### src/rtl/tcwrr_pkg.sv
package tcwrr_pkg;

  localparam logic OP_ENQ = 1'b0;
  localparam logic OP_REQ = 1'b1;

  localparam logic [1:0] ST_ENQUEUED = 2'd0;
  localparam logic [1:0] ST_DROPPED  = 2'd1;
  localparam logic [1:0] ST_GRANTED  = 2'd2;
  localparam logic [1:0] ST_NONE     = 2'd3;

  localparam logic CFG_WEIGHTS = 1'b0;
  localparam logic CFG_RTMASK  = 1'b1;

  localparam int SUM_W = 11;

  typedef struct packed {
    logic       opcode;
    logic [2:0] priority_req;
    logic [7:0] queue_id;
  } in_item_t;

  typedef struct packed {
    logic [1:0] status;
    logic [2:0] grant_priority;
    logic [7:0] grant_queue_id;
    logic       grant_realtime;
  } out_item_t;

endpackage

### src/rtl/tcwrr_front.sv
// accepts items and parks them in a two-entry queue for the scheduler
module tcwrr_front (
  input  logic                clk,
  input  logic                rst_n,
  input  logic                in_valid,
  output logic                in_stall,
  input  tcwrr_pkg::in_item_t in_data,
  output logic                q_valid,
  input  logic                q_take,
  output tcwrr_pkg::in_item_t q_data
);

  tcwrr_pkg::in_item_t mem_r [2];
  logic [1:0] cnt_r, cnt_nxt;
  logic       rd_r, wr_r;
  logic       push;

  assign in_stall = (cnt_r == 2'd2);
  assign push     = in_valid && !in_stall;
  assign q_valid  = (cnt_r != 2'd0);
  assign q_data   = mem_r[rd_r];

  always_comb begin
    cnt_nxt = cnt_r + {1'b0, push} - {1'b0, q_take};
  end

  always_ff @(posedge clk) begin
    if (!rst_n) begin
      cnt_r <= '0;
      rd_r  <= 1'b0;
      wr_r  <= 1'b0;
    end else begin
      cnt_r <= cnt_nxt;
      if (push) wr_r <= !wr_r;
      if (q_take) rd_r <= !rd_r;
    end
    if (push) mem_r[wr_r] <= in_data;
  end

endmodule

### src/rtl/tcwrr_back.sv
// scheduler: fifo store, credit counters and the level walk
module tcwrr_back #(
  parameter int NUM_LEVELS = 8,
  parameter int FIFO_DEPTH = 16
) (
  input  logic                 clk,
  input  logic                 rst_n,
  input  logic                 cfg_we,
  input  logic                 cfg_index,
  input  logic [63:0]          cfg_wdata,
  input  logic                 q_valid,
  output logic                 q_take,
  input  tcwrr_pkg::in_item_t  q_data,
  output logic                 out_valid,
  input  logic                 out_stall,
  output tcwrr_pkg::out_item_t out_data
);

  localparam int LW = (NUM_LEVELS > 1) ? $clog2(NUM_LEVELS) : 1;
  localparam int PW = (FIFO_DEPTH > 1) ? $clog2(FIFO_DEPTH) : 1;
  localparam int CW = $clog2(FIFO_DEPTH + 1);
  localparam int AW = $clog2(NUM_LEVELS * FIFO_DEPTH);
  localparam int SW = tcwrr_pkg::SUM_W;
  localparam logic [3:0] NLV = 4'(NUM_LEVELS);

  localparam logic [2:0] S_IDLE  = 3'd0;
  localparam logic [2:0] S_WALK  = 3'd1;
  localparam logic [2:0] S_END   = 3'd2;
  localparam logic [2:0] S_READ  = 3'd3;
  localparam logic [2:0] S_OUT   = 3'd4;
  localparam logic [2:0] S_ENQ   = 3'd5;

  logic [7:0]  store_r [NUM_LEVELS * FIFO_DEPTH];
  logic [PW-1:0] head_r [NUM_LEVELS];
  logic [PW-1:0] tail_r [NUM_LEVELS];
  logic [CW-1:0] cnt_r  [NUM_LEVELS];
  logic [7:0]  used_r [NUM_LEVELS];
  logic [SW-1:0] rsum_r, nsum_r;
  logic [63:0] wts_r;
  logic [7:0]  rtm_r;

  logic [2:0]  st_r;
  logic [LW-1:0] lv_r;
  logic        cls_r;      // 1 while walking the real-time class
  logic        pass_r;     // second pass flag
  logic        zfound_r;
  logic [LW-1:0] zlv_r;
  logic        gfound_r;
  logic [LW-1:0] glv_r;
  logic [7:0]  rd_id_r;
  tcwrr_pkg::out_item_t res_r;
  logic        ov_r;
  logic [SW-1:0] rws_r, nws_r;

  logic [7:0]  w;
  logic        lv_rt;
  logic [SW-1:0] csum;
  logic [AW-1:0] waddr, raddr;
  logic [LW-1:0] enq_lv;
  logic        enq_ok;

  always_comb begin
    w     = wts_r[{lv_r, 3'b000} +: 8];
    lv_rt = rtm_r[lv_r];
    csum  = cls_r ? rsum_r : nsum_r;
  end

  // class weight sums, recomputed continuously from the weight and mask registers
  always_ff @(posedge clk) begin
    logic [SW-1:0] a, b;
    a = '0; b = '0;
    for (int i = 0; i < NUM_LEVELS; i++) begin
      if (rtm_r[i]) a = a + SW'(wts_r[8*i +: 8]);
      else          b = b + SW'(wts_r[8*i +: 8]);
    end
    rws_r <= a;
    nws_r <= b;
  end

  // enqueue target level and whether it has room
  assign enq_lv = q_data.priority_req[LW-1:0];
  assign enq_ok = ({1'b0, q_data.priority_req} < NLV)
                  && (cnt_r[enq_lv] < CW'(FIFO_DEPTH));

  assign waddr = AW'(32'(enq_lv) * FIFO_DEPTH + 32'(tail_r[enq_lv]));
  assign raddr = AW'(32'(glv_r) * FIFO_DEPTH + 32'(head_r[glv_r]));
  assign q_take = (st_r == S_ENQ) || (st_r == S_OUT);
  assign out_valid = ov_r;
  assign out_data  = res_r;

  always_ff @(posedge clk) begin
    if (st_r == S_ENQ && enq_ok)
      store_r[waddr] <= q_data.queue_id;
    rd_id_r <= store_r[raddr];
  end

  always_ff @(posedge clk) begin
    if (!rst_n) begin
      st_r   <= S_IDLE;
      ov_r   <= 1'b0;
      rsum_r <= '0;
      nsum_r <= '0;
      wts_r  <= 64'h0101010101010101;
      rtm_r  <= '0;
      lv_r <= '0; cls_r <= 1'b1; pass_r <= 1'b0;
      zfound_r <= 1'b0; zlv_r <= '0; gfound_r <= 1'b0; glv_r <= '0;
      for (int i = 0; i < NUM_LEVELS; i++) begin
        head_r[i] <= '0; tail_r[i] <= '0; cnt_r[i] <= '0; used_r[i] <= '0;
      end
    end else begin
      if (ov_r && !out_stall) ov_r <= 1'b0;
      if (cfg_we) begin
        if (cfg_index == tcwrr_pkg::CFG_WEIGHTS) wts_r <= cfg_wdata;
        else rtm_r <= cfg_wdata[7:0];
        rsum_r <= '0; nsum_r <= '0;
        for (int i = 0; i < NUM_LEVELS; i++) used_r[i] <= '0;
      end
      unique case (st_r)
        S_IDLE: begin
          if (q_valid && !ov_r) begin
            if (q_data.opcode == tcwrr_pkg::OP_ENQ) st_r <= S_ENQ;
            else begin
              st_r <= S_WALK; lv_r <= LW'(NUM_LEVELS - 1); cls_r <= 1'b1;
              pass_r <= 1'b0; zfound_r <= 1'b0; gfound_r <= 1'b0;
            end
          end
        end
        S_ENQ: begin
          if (!enq_ok)
            res_r <= '{tcwrr_pkg::ST_DROPPED, 3'd0, 8'd0, 1'b0};
          else begin
            res_r <= '{tcwrr_pkg::ST_ENQUEUED, 3'd0, 8'd0, 1'b0};
            tail_r[enq_lv] <= (tail_r[enq_lv] == PW'(FIFO_DEPTH - 1)) ? '0
                              : tail_r[enq_lv] + 1'b1;
            cnt_r[enq_lv] <= cnt_r[enq_lv] + 1'b1;
          end
          ov_r <= 1'b1;
          st_r <= S_IDLE;
        end
        S_WALK: begin
          // one level per cycle, highest first
          logic done;
          done = (lv_r == '0);
          if (lv_rt == cls_r) begin
            if (used_r[lv_r] < w) begin
              if (cnt_r[lv_r] == '0) begin
                if (cls_r) rsum_r <= rsum_r + SW'(w - used_r[lv_r]);
                else       nsum_r <= nsum_r + SW'(w - used_r[lv_r]);
                used_r[lv_r] <= w;
              end else begin
                used_r[lv_r] <= used_r[lv_r] + 1'b1;
                if (cls_r) rsum_r <= csum + 1'b1;
                else       nsum_r <= csum + 1'b1;
                gfound_r <= 1'b1; glv_r <= lv_r;
                done = 1'b1;
              end
            end else if (w == 8'd0 && cnt_r[lv_r] != '0) begin
              zfound_r <= 1'b1; zlv_r <= lv_r;
            end
          end
          if (!done) lv_r <= lv_r - 1'b1;
          else st_r <= S_END;
        end
        S_END: begin
          // end of one class walk
          if (!gfound_r && zfound_r) begin
            gfound_r <= 1'b1; glv_r <= zlv_r;
          end
          if (cls_r && !gfound_r && !zfound_r) begin
            cls_r <= 1'b0; lv_r <= LW'(NUM_LEVELS - 1); st_r <= S_WALK;
          end else begin
            for (int i = 0; i < NUM_LEVELS; i++)
              if (rtm_r[i] ? (rsum_r == rws_r) : (nsum_r == nws_r)) used_r[i] <= '0;
            if (rsum_r == rws_r) rsum_r <= '0;
            if (nsum_r == nws_r) nsum_r <= '0;
            if (gfound_r || zfound_r) st_r <= S_READ;
            else if (!pass_r) begin
              pass_r <= 1'b1; cls_r <= 1'b1; lv_r <= LW'(NUM_LEVELS - 1);
              st_r <= S_WALK;
            end else st_r <= S_OUT;
          end
        end
        S_READ: st_r <= S_OUT;  // store read in flight
        S_OUT: begin
          if (gfound_r) begin
            res_r <= '{tcwrr_pkg::ST_GRANTED, 3'(glv_r), rd_id_r, rtm_r[glv_r]};
            head_r[glv_r] <= (head_r[glv_r] == PW'(FIFO_DEPTH - 1)) ? '0
                             : head_r[glv_r] + 1'b1;
            cnt_r[glv_r]  <= cnt_r[glv_r] - 1'b1;
          end else res_r <= '{tcwrr_pkg::ST_NONE, 3'd0, 8'd0, 1'b0};
          ov_r <= 1'b1;
          st_r <= S_IDLE;
        end
        default: st_r <= S_IDLE;
      endcase
    end
  end

endmodule

### src/rtl/two_class_weighted_round_robin_top.sv
// two-class weighted round-robin scheduler over per-level queue-id fifos
// input channel: in_valid/in_stall carry one request (enqueue or grant
// request); every request returns exactly one result on out_valid/out_stall
// an enqueue result is loaded into the output register by the state that takes
// the request; the scheduler starts the next request in the cycle after a result
// leaves, so it takes no new request while a result is still waiting
// a grant request walks up to NUM_LEVELS levels per class, one level a
// cycle, with an end step after each class, for at most two passes, then
// a store read if a level was granted and the result step; the level walk
// dominates the time from acceptance to result
// a two-entry request queue sits in front of the scheduler so that new
// requests are taken while the scheduler is busy or its result is waiting
// when out_stall is high the result holds in the output register and the
// scheduler waits; the request queue fills and then raises in_stall
// reset (rst_n low, synchronous) empties all fifos, clears all credit and
// restores weights to one per level and all levels to the normal class
// cfg writes (cfg_we, cfg_index, cfg_wdata) must come only while no request
// is in flight; they clear all credit counters, fifo contents are kept
module two_class_weighted_round_robin_top #(
  parameter int NUM_LEVELS = 8,
  parameter int FIFO_DEPTH = 16
) (
  input  logic                 clk,
  input  logic                 rst_n,
  input  logic                 in_valid,
  output logic                 in_stall,
  input  tcwrr_pkg::in_item_t  in_data,
  output logic                 out_valid,
  input  logic                 out_stall,
  output tcwrr_pkg::out_item_t out_data,
  input  logic                 cfg_we,
  input  logic                 cfg_index,
  input  logic [63:0]          cfg_wdata
);

  // queue between front and scheduler
  logic                q_valid, q_take;
  tcwrr_pkg::in_item_t q_data;

  tcwrr_front u_front (
    .clk, .rst_n, .in_valid, .in_stall, .in_data,
    .q_valid, .q_take, .q_data
  );

  tcwrr_back #(.NUM_LEVELS(NUM_LEVELS), .FIFO_DEPTH(FIFO_DEPTH)) u_back (
    .clk, .rst_n, .cfg_we, .cfg_index, .cfg_wdata,
    .q_valid, .q_take, .q_data, .out_valid, .out_stall, .out_data
  );

endmodule

### config.mk
export PLATFORM = sky130hd
export DESIGN_NAME = two_class_weighted_round_robin_top
export DESIGN_NICKNAME = d
export VERILOG_FILES = /design/src/rtl/tcwrr_pkg.sv /design/src/rtl/tcwrr_front.sv /design/src/rtl/tcwrr_back.sv /design/src/rtl/two_class_weighted_round_robin_top.sv
export SDC_FILE = /design/constraint.sdc
export NUM_CORES = 2
export LEC_CHECK = 0
export ABC_CLOCK_PERIOD_IN_PS = 10800
export BUFFER_PORTS_ARGS = -buffer_cell sky130_fd_sc_hd__buf_2
export CORE_ASPECT_RATIO = 1.1
export CORE_MARGIN = 2
export CORE_UTILIZATION = 53
export DETAILED_ROUTE_END_ITERATION = 16
export GPL_TIMING_DRIVEN = 0
export PLACE_DENSITY_LB_ADDON = 0.2
export SYNTH_ARGS = -nofsm -noshare
export SYNTH_HDL_FRONTEND = slang
export SYNTH_SLANG_ARGS = --single-unit
### constraint.sdc
create_clock -name clk -period 10.8 [get_ports clk]
set_input_delay 2.16 -clock clk [delete_from_list [all_inputs] [get_ports clk]]
set_output_delay 2.16 -clock clk [all_outputs]
set_load 0.02 [all_outputs]
# Word level (Yosys, flattened, before mapping)
# Memories as Yosys holds them, arrays and structs flattened. A register that Yosys moved wholly into a read port is not among the register bits.
# Index checks and enable logic that the tools add are counted.
dict set report op_classes {
  add_sub_neg 28
  magnitude_cmp 4
  eq_ne 25
  shift 1
  muxes 205
  bitwise 19
  n_reduce_logical 45
}
# op n
set op_table {}
lappend op_table {{$mux 11} 31}
lappend op_table {{$mux 8} 19}
lappend op_table {{$add 11x8->11} 12}
lappend op_table {{$mux 1} 107}
lappend op_table {{$mux 3} 28}
lappend op_table {{$shiftx 64x7->8} 1}
lappend op_table {{$pmux 11 s2} 2}
lappend op_table {{$pmux 14 s2} 1}
lappend op_table {{$mux 13} 2}
lappend op_table {{$add 11x11->11} 2}
lappend op_table {{$eq 11x11->1} 2}
lappend op_table {{$add 8x8->9} 2}
lappend op_table {{$or 1x1->1} 17}
lappend op_table {{$mux 4} 4}
lappend op_table {{$reduce_and 5->1} 3}
lappend op_table {{$add 7x4->7} 2}
lappend op_table {{$ne 2x1->1 const B} 7}
lappend op_table {{$pmux 3 s4} 1}
lappend op_table {{$reduce_and 6->1} 2}
lappend op_table {{$reduce_bool 2->1} 6}
lappend op_table {{$add 11x1->11 const B} 1}
lappend op_table {{$mux 5} 2}
lappend op_table {{$ne 2x2->1 const B} 5}
lappend op_table {{$reduce_or 5->1} 2}
lappend op_table {{other kinds (38)} 66}
dict set report word_totals {
  regBits 151
  ram_bits 1216
  input_bits 82
  out_inout_bits 16
  word_cells 355
  memories 6
}
# name words width rd rd_ports_with_merged_regs write_ports line_no
set memory_table {}
lappend memory_table {u_back.store_r 128 8 1 1 1 tcwrr_back.sv:33} ;# logic [7:0] store_r [NUM_LEVELS * FIFO_DEPTH];
lappend memory_table {u_back.used_r 8 8 1 1 9 tcwrr_back.sv:37} ;# logic [7:0] used_r [NUM_LEVELS];
lappend memory_table {u_back.cnt_r 8 5 3 2 8 tcwrr_back.sv:36} ;# logic [CW-1:0] cnt_r [NUM_LEVELS];
lappend memory_table {u_back.head_r 8 4 1 1 8 tcwrr_back.sv:34} ;# logic [PW-1:0] head_r [NUM_LEVELS];
lappend memory_table {u_back.tail_r 8 4 1 0 8 tcwrr_back.sv:35} ;# logic [PW-1:0] tail_r [NUM_LEVELS];
lappend memory_table {u_front.mem_r 2 12 1 1 1 tcwrr_front.sv:13} ;# tcwrr_pkg::in_item_t mem_r [2];

# Longest topological paths before layout
dict set report logic_depth {
  ltp_word 15
  mapped_depth 45
  depth_no_buf 43
}

# Cells and area by module
# Synthesis repeated with hierarchy kept, for this count alone.
dict set report unflattened {
  cells_unflattened 5157
  hier_area_um2 64912.3
}
# mod n_inst cells_each area_per_inst_um2 seq_area_each_um2
set by_module_without_submodules {}
lappend by_module_without_submodules {tcwrr_back 1 5096 63777.4 39157.6}
lappend by_module_without_submodules {tcwrr_front 1 61 1134.8 820.8}

# Worst setup path after synthesis
# Ideal clock, no wire load.
dict set report synth_path {
  path_type {register -> register}
  from {reg u_back.rtm_r[0]}
  to {reg u_back.rws_r[9]}
  setup_ps 127
  arrival_ps 7218
  required_time_ps 10673
  setup_slack_ps 3455
  path_stages_with_launch 37
  n_path_buf 2
  synth_period_minus_slack_ps 7345
  cell_sequence {dfxtp_1 -> clkbuf_1 -> clkbuf_1 -> nand2_1 -> fa_1 -> xnor2_1 -> mux2_2 -> ha_1 -> xor2_1 -> mux2_2 -> ha_1 -> a21oi_1 -> xnor2_1 -> mux2_2 -> ha_1 -> o21ai_0 -> nor2_1 -> o21a_1 -> nor2_1 -> xnor2_1 -> mux2_2 -> ha_1 -> or3_1 -> o211a_1 -> a21oi_1 -> xor2_1 -> a21oi_1 -> o31a_1 -> ha_1 -> xnor2_1 -> mux2_2 -> ha_1 -> inv_1 -> o21ai_0 -> nand3_1 -> xnor2_1 -> xnor2_1}
}
dict set report synth_via {
  elab_chain_len 15
}
# element line_no
set synth_lines {}
lappend synth_lines {{from (decl)} tcwrr_back.sv:40} ;# logic [7:0] rtm_r;
lappend synth_lines {{from (signal assigned)} tcwrr_back.sv:114} ;# else rtm_r <= cfg_wdata[7:0];
lappend synth_lines {{$mux 8 (*)} tcwrr_back.sv:73} ;# if (rtm_r[i]) a = a + SW'(wts_r[8*i +: 8]);
lappend synth_lines {{$add 8x8->9} tcwrr_back.sv:73}
lappend synth_lines {{$mux 11 (*)} tcwrr_back.sv:73}
lappend synth_lines {{$add 11x8->11} tcwrr_back.sv:73}
lappend synth_lines {{$mux 11 (*)} tcwrr_back.sv:73}
lappend synth_lines {{$add 11x8->11} tcwrr_back.sv:73}
lappend synth_lines {{$mux 11 (*)} tcwrr_back.sv:73}
lappend synth_lines {{$add 11x8->11} tcwrr_back.sv:73}
lappend synth_lines {{$mux 11 (*)} tcwrr_back.sv:73}
lappend synth_lines {{$add 11x8->11} tcwrr_back.sv:73}
lappend synth_lines {{$mux 11 (*)} tcwrr_back.sv:73}
lappend synth_lines {{$add 11x8->11} tcwrr_back.sv:73}
lappend synth_lines {{$mux 11 (*)} tcwrr_back.sv:73}
lappend synth_lines {{$add 11x8->11} tcwrr_back.sv:73}
lappend synth_lines {{$mux 11 (*)} tcwrr_back.sv:73}
lappend synth_lines {{to (signal assigned)} tcwrr_back.sv:76} ;# rws_r <= a;
lappend synth_lines {{to (decl)} tcwrr_back.sv:53} ;# logic [SW-1:0] rws_r, nws_r;
# Every way passes the cells marked *; elsewhere a longest branch is shown, timed or not.
# A chain may end at the register's enable or synchronous reset.

# Worst setup path in the final report
dict set report layout_path {
  from {reg u_back.rtm_r[0]}
  to {reg u_back.rws_r[10]}
}
# The elaborated chain is that of the path after synthesis.

==> metrics.cfg <==
[status]
status=finished, final reports clean

[final_layout]
multiInputGateArea_mm2=0.0233
final.fill_count=9752
regArea_mm2=0.0400
drive_gt1_frac=0.112
post-route-util=0.596
synthToLayoutAreaGrowth_pct=11.6
final_net_count=5743

[place]
portBuffers=95
dp_hpwl_um=142000
gpl.final_weighted_congestion=1.00
placement.setup.worst_slack_ns=1.88

[power_and_ir_drop]
pwr_density_cell_mw_per_mm2=229
highest_ir_drop_seen_on_vdd_uv=197
static_leak_nw=25.9

[floorplan]
die_span_y_um=371
floorplan.die_area_mm2=0.125
floorplan.die.width_um=337
core-area_mm2=0.121
pin_count=98
std_cell_rows=134
initial_core_util=0.534

[worst_setup_path]
crit_path_top_delay_cell=sky130_fd_sc_hd__clkbuf_1
reg2reg_slack_ns=1.68
crit_arrival_ns=9.76
timing.critical_path.from_type=flip-flop
worst_path_largest_cell_delay_ns=0.58
cpLargestDelayFamily=compound AO/OA/AOI/OAI gates
critPathMostFrequentCell=sky130_fd_sc_hd__ha_1
rr_startpoint=u_back.rtm_r[0]
critPathBufInv=2
worst-r2r-cell-count=40
worst-endpoint-required_ns=11.44
endpoint_kind=flip-flop
worstReg2RegEnd=u_back.rws_r[10]
path_max_fanout=10
critical_path_class=flip-flop to flip-flop

[clocking]
clk_root_buffer_cell=sky130_fd_sc_hd__clkbuf_16
cts_max_level=4
cts_post_setup_buffers_inserted=0
numClockSinks=1382
cts_resized=0
clock_tree.buffer_depth=3
clkSlewWorstSetupHoldPaths_ns=0.07
clock_insertion_delay_worst_skew_ns=0.80
holdBufCountCts=0
cts_buffers=142
tritoncts=built

[logic_synthesis]
synth-edff-count=1230
top_post_synthesis_cells_by_count=sky130_fd_sc_hd__edfxtp_1, sky130_fd_sc_hd__nand2_1, sky130_fd_sc_hd__nor2_1
synthesis.instances=5246
synth_nets=5495
synth-seq-area-share=0.617
yosys-top-cells-area=sky130_fd_sc_hd__edfxtp_1, sky130_fd_sc_hd__nand2_1, sky130_fd_sc_hd__dfxtp_1
synth_async_sr_flop_share=0
synth.yosys.warnings=0
post_synth_instance_area_mm2=0.0648
top_cell_type_s_share_of_synthesized_area=0.570
ys.flop_type=sky130_fd_sc_hd__edfxtp_1
post_synth.cell_area_avg_um2=12.4
ys_ff_latch=1382
ys_types=79
synthMostInstantiatedCell=sky130_fd_sc_hd__edfxtp_1
synth_largest_area_cell=sky130_fd_sc_hd__edfxtp_1

[routing]
vias_after_detailed_routing=44774
drt-initial-drc-count=5265
final_antenna_net_count=0
firstDrtPassIters=6
number_of_drc_violations_after_detailed_routing=0
drt_via_density=6.18
wire_length_per_cell_um=27.2
finalWirelength_um=197000

[grt]
vias_in_the_first_global_route=43450
grt_antenna_before_repair=10
grtUsageTotal=0.315
first_pass_grt_wire_length_um=285000
overflow=0
grt_max_degree=129

[timing]
fin_ws_ns=1.68
totalNegativeSetupSlack_ns=0
final-setup-viol-count=0
final_period_minus_worst_setup_slack_ns=9.12
max_freq_mhz=110
worst_slew_margin_rel=0.0890
timing_max_transition_violations_final=0
clock_skew_ns=0.0470
max_slew.worst_pin.slew_ns=1.36
timing.final.crit_share=0.844
grt_setup_unrepaired=no
timing.final.hold_violations=0

[min_path]
hold_depth=2
min_from=u_back.pass_r
worst_hold_path.endpoint=u_back.pass_r
min_path_type=flip-flop to flip-flop

[job]
max-cap-violations=0

==> where the power goes <==
part / internal, mW / switching, mW
Clock: 2.84 / 2.11
Sequential: 6.32 / 0.0861
Combinational: 1.71 / 3.51
==> layout by cell type (no fill, tap or decap), types with 113 or more instances in the layout <==
cell type / synthesis / layout
sky130_fd_sc_hd__edfxtp_1: 1230 / 1230
sky130_fd_sc_hd__nand2_1: 885 / 885
sky130_fd_sc_hd__nor2_1: 467 / 467
sky130_fd_sc_hd__a21oi_1: 286 / 286
sky130_fd_sc_hd__mux2i_1: 286 / 285
sky130_fd_sc_hd__buf_2: 97 / 193
sky130_fd_sc_hd__clkbuf_1: 154 / 178
sky130_fd_sc_hd__and3_1: 168 / 168
sky130_fd_sc_hd__dfxtp_1: 152 / 152
sky130_fd_sc_hd__ha_1: 150 / 150
sky130_fd_sc_hd__clkbuf_16: 0 / 147
sky130_fd_sc_hd__o21ai_0: 122 / 122
sky130_fd_sc_hd__mux4_2: 113 / 113
==> stage by stage <==
stage	instances	hold WS (ns)	area, um2	power, mW
6_report	7240	0.497	72400	16.6
3_5_place_dp	6982	0.462	67700	11.6
3_3_place_gp	6973	0.466	67400	11.5
5_1_grt	7239	0.514	72400	17.2
2_1_floorplan	5246	0.429	64800	9.73
4_1_cts	7238	0.479	72400	16.5
==> sequential cells by signal (all words and copies together), names as in the netlist, 2 cells and up, named ones only <==
name and cells:
u_back.rd_id_r 8, u_back.nsum_r 11, u_front.mem_r 24, u_back.nws_r 11, u_back.used_r 64, u_back.wts_r 64, u_back.out_data 14, u_back.tail_r 32
u_back.rws_r 11, u_back.lv_r 3, u_back.st_r 3, u_back.cnt_r 40, u_back.head_r 32, u_back.zlv_r 3, u_front.cnt_r 2, u_back.rsum_r 11
u_back.rtm_r 8, u_back.glv_r 3, u_back.store_r 1024
==> worst max-delay path by stage <==
stage	start	end	slack, ns	cells after the start
floorplan	u_back.rtm_r[0]	u_back.rws_r[9]	3.45	36
CTS	u_back.rtm_r[0]	u_back.rws_r[10]	1.84	40
global placement	u_back.rtm_r[0]	u_back.nws_r[10]	1.97	39
detailed placement	u_back.rtm_r[0]	u_back.rws_r[10]	1.88	40
finish	u_back.rtm_r[0]	u_back.rws_r[10]	1.68	40
global route	u_back.rtm_r[0]	u_back.rws_r[10]	1.06	42
==> worst register-to-register path: cells and delay by family (launching register included) <==
kind                     cells  cell delay (ns)
AO/OA/AOI/OAI               26             4.10
adder cells (fa/ha/maj)      7             2.52
buffers and inverters        2             0.99
AND/OR/NAND/NOR              4             0.71
flip-flops                   1             0.35
XOR/XNOR                     1             0.34
==> layout make-up <==
| type | instances | share of cell area |
|---|---|---|
| Sequential cell | 1382 | 0.552 |
| Multi-Input combinational cell | 3461 | 0.322 |
| Inverter | 111 | 0.00576 |
| Tap cell | 1632 | 0.0282 |
| Clock inverter | 80 | 0.0122 |
| Buffer | 292 | 0.0177 |
| Antenna cell | 2 | 0.0000691 |
| Clock buffer | 176 | 0.0530 |
| Timing Repair Buffer | 104 | 0.00918 |
==> cells by family after synthesis <==
logic type      share of synthesized area
simple gates                        0.116
flops                               0.617
compound gates                     0.0929
mux                                0.0951
buf+inv                            0.0262
fa+ha+maj                          0.0342
xor+xnor                           0.0193
==> per-layer routing <==
| metal | vias to the layer above | wire length, um | global-route usage |
|---|---|---|---|
| li1 | 20008 | - | - |
| met1 | 21786 | 73300 | 0.402 |
| met2 | 2402 | 91800 | 0.503 |
| met3 | 566 | 18900 | 0.0630 |
| met4 | 12 | 12800 | 0.185 |
| met5 | - | 78 | 0 |
Note: power is estimated with default switching activity, not from simulation.
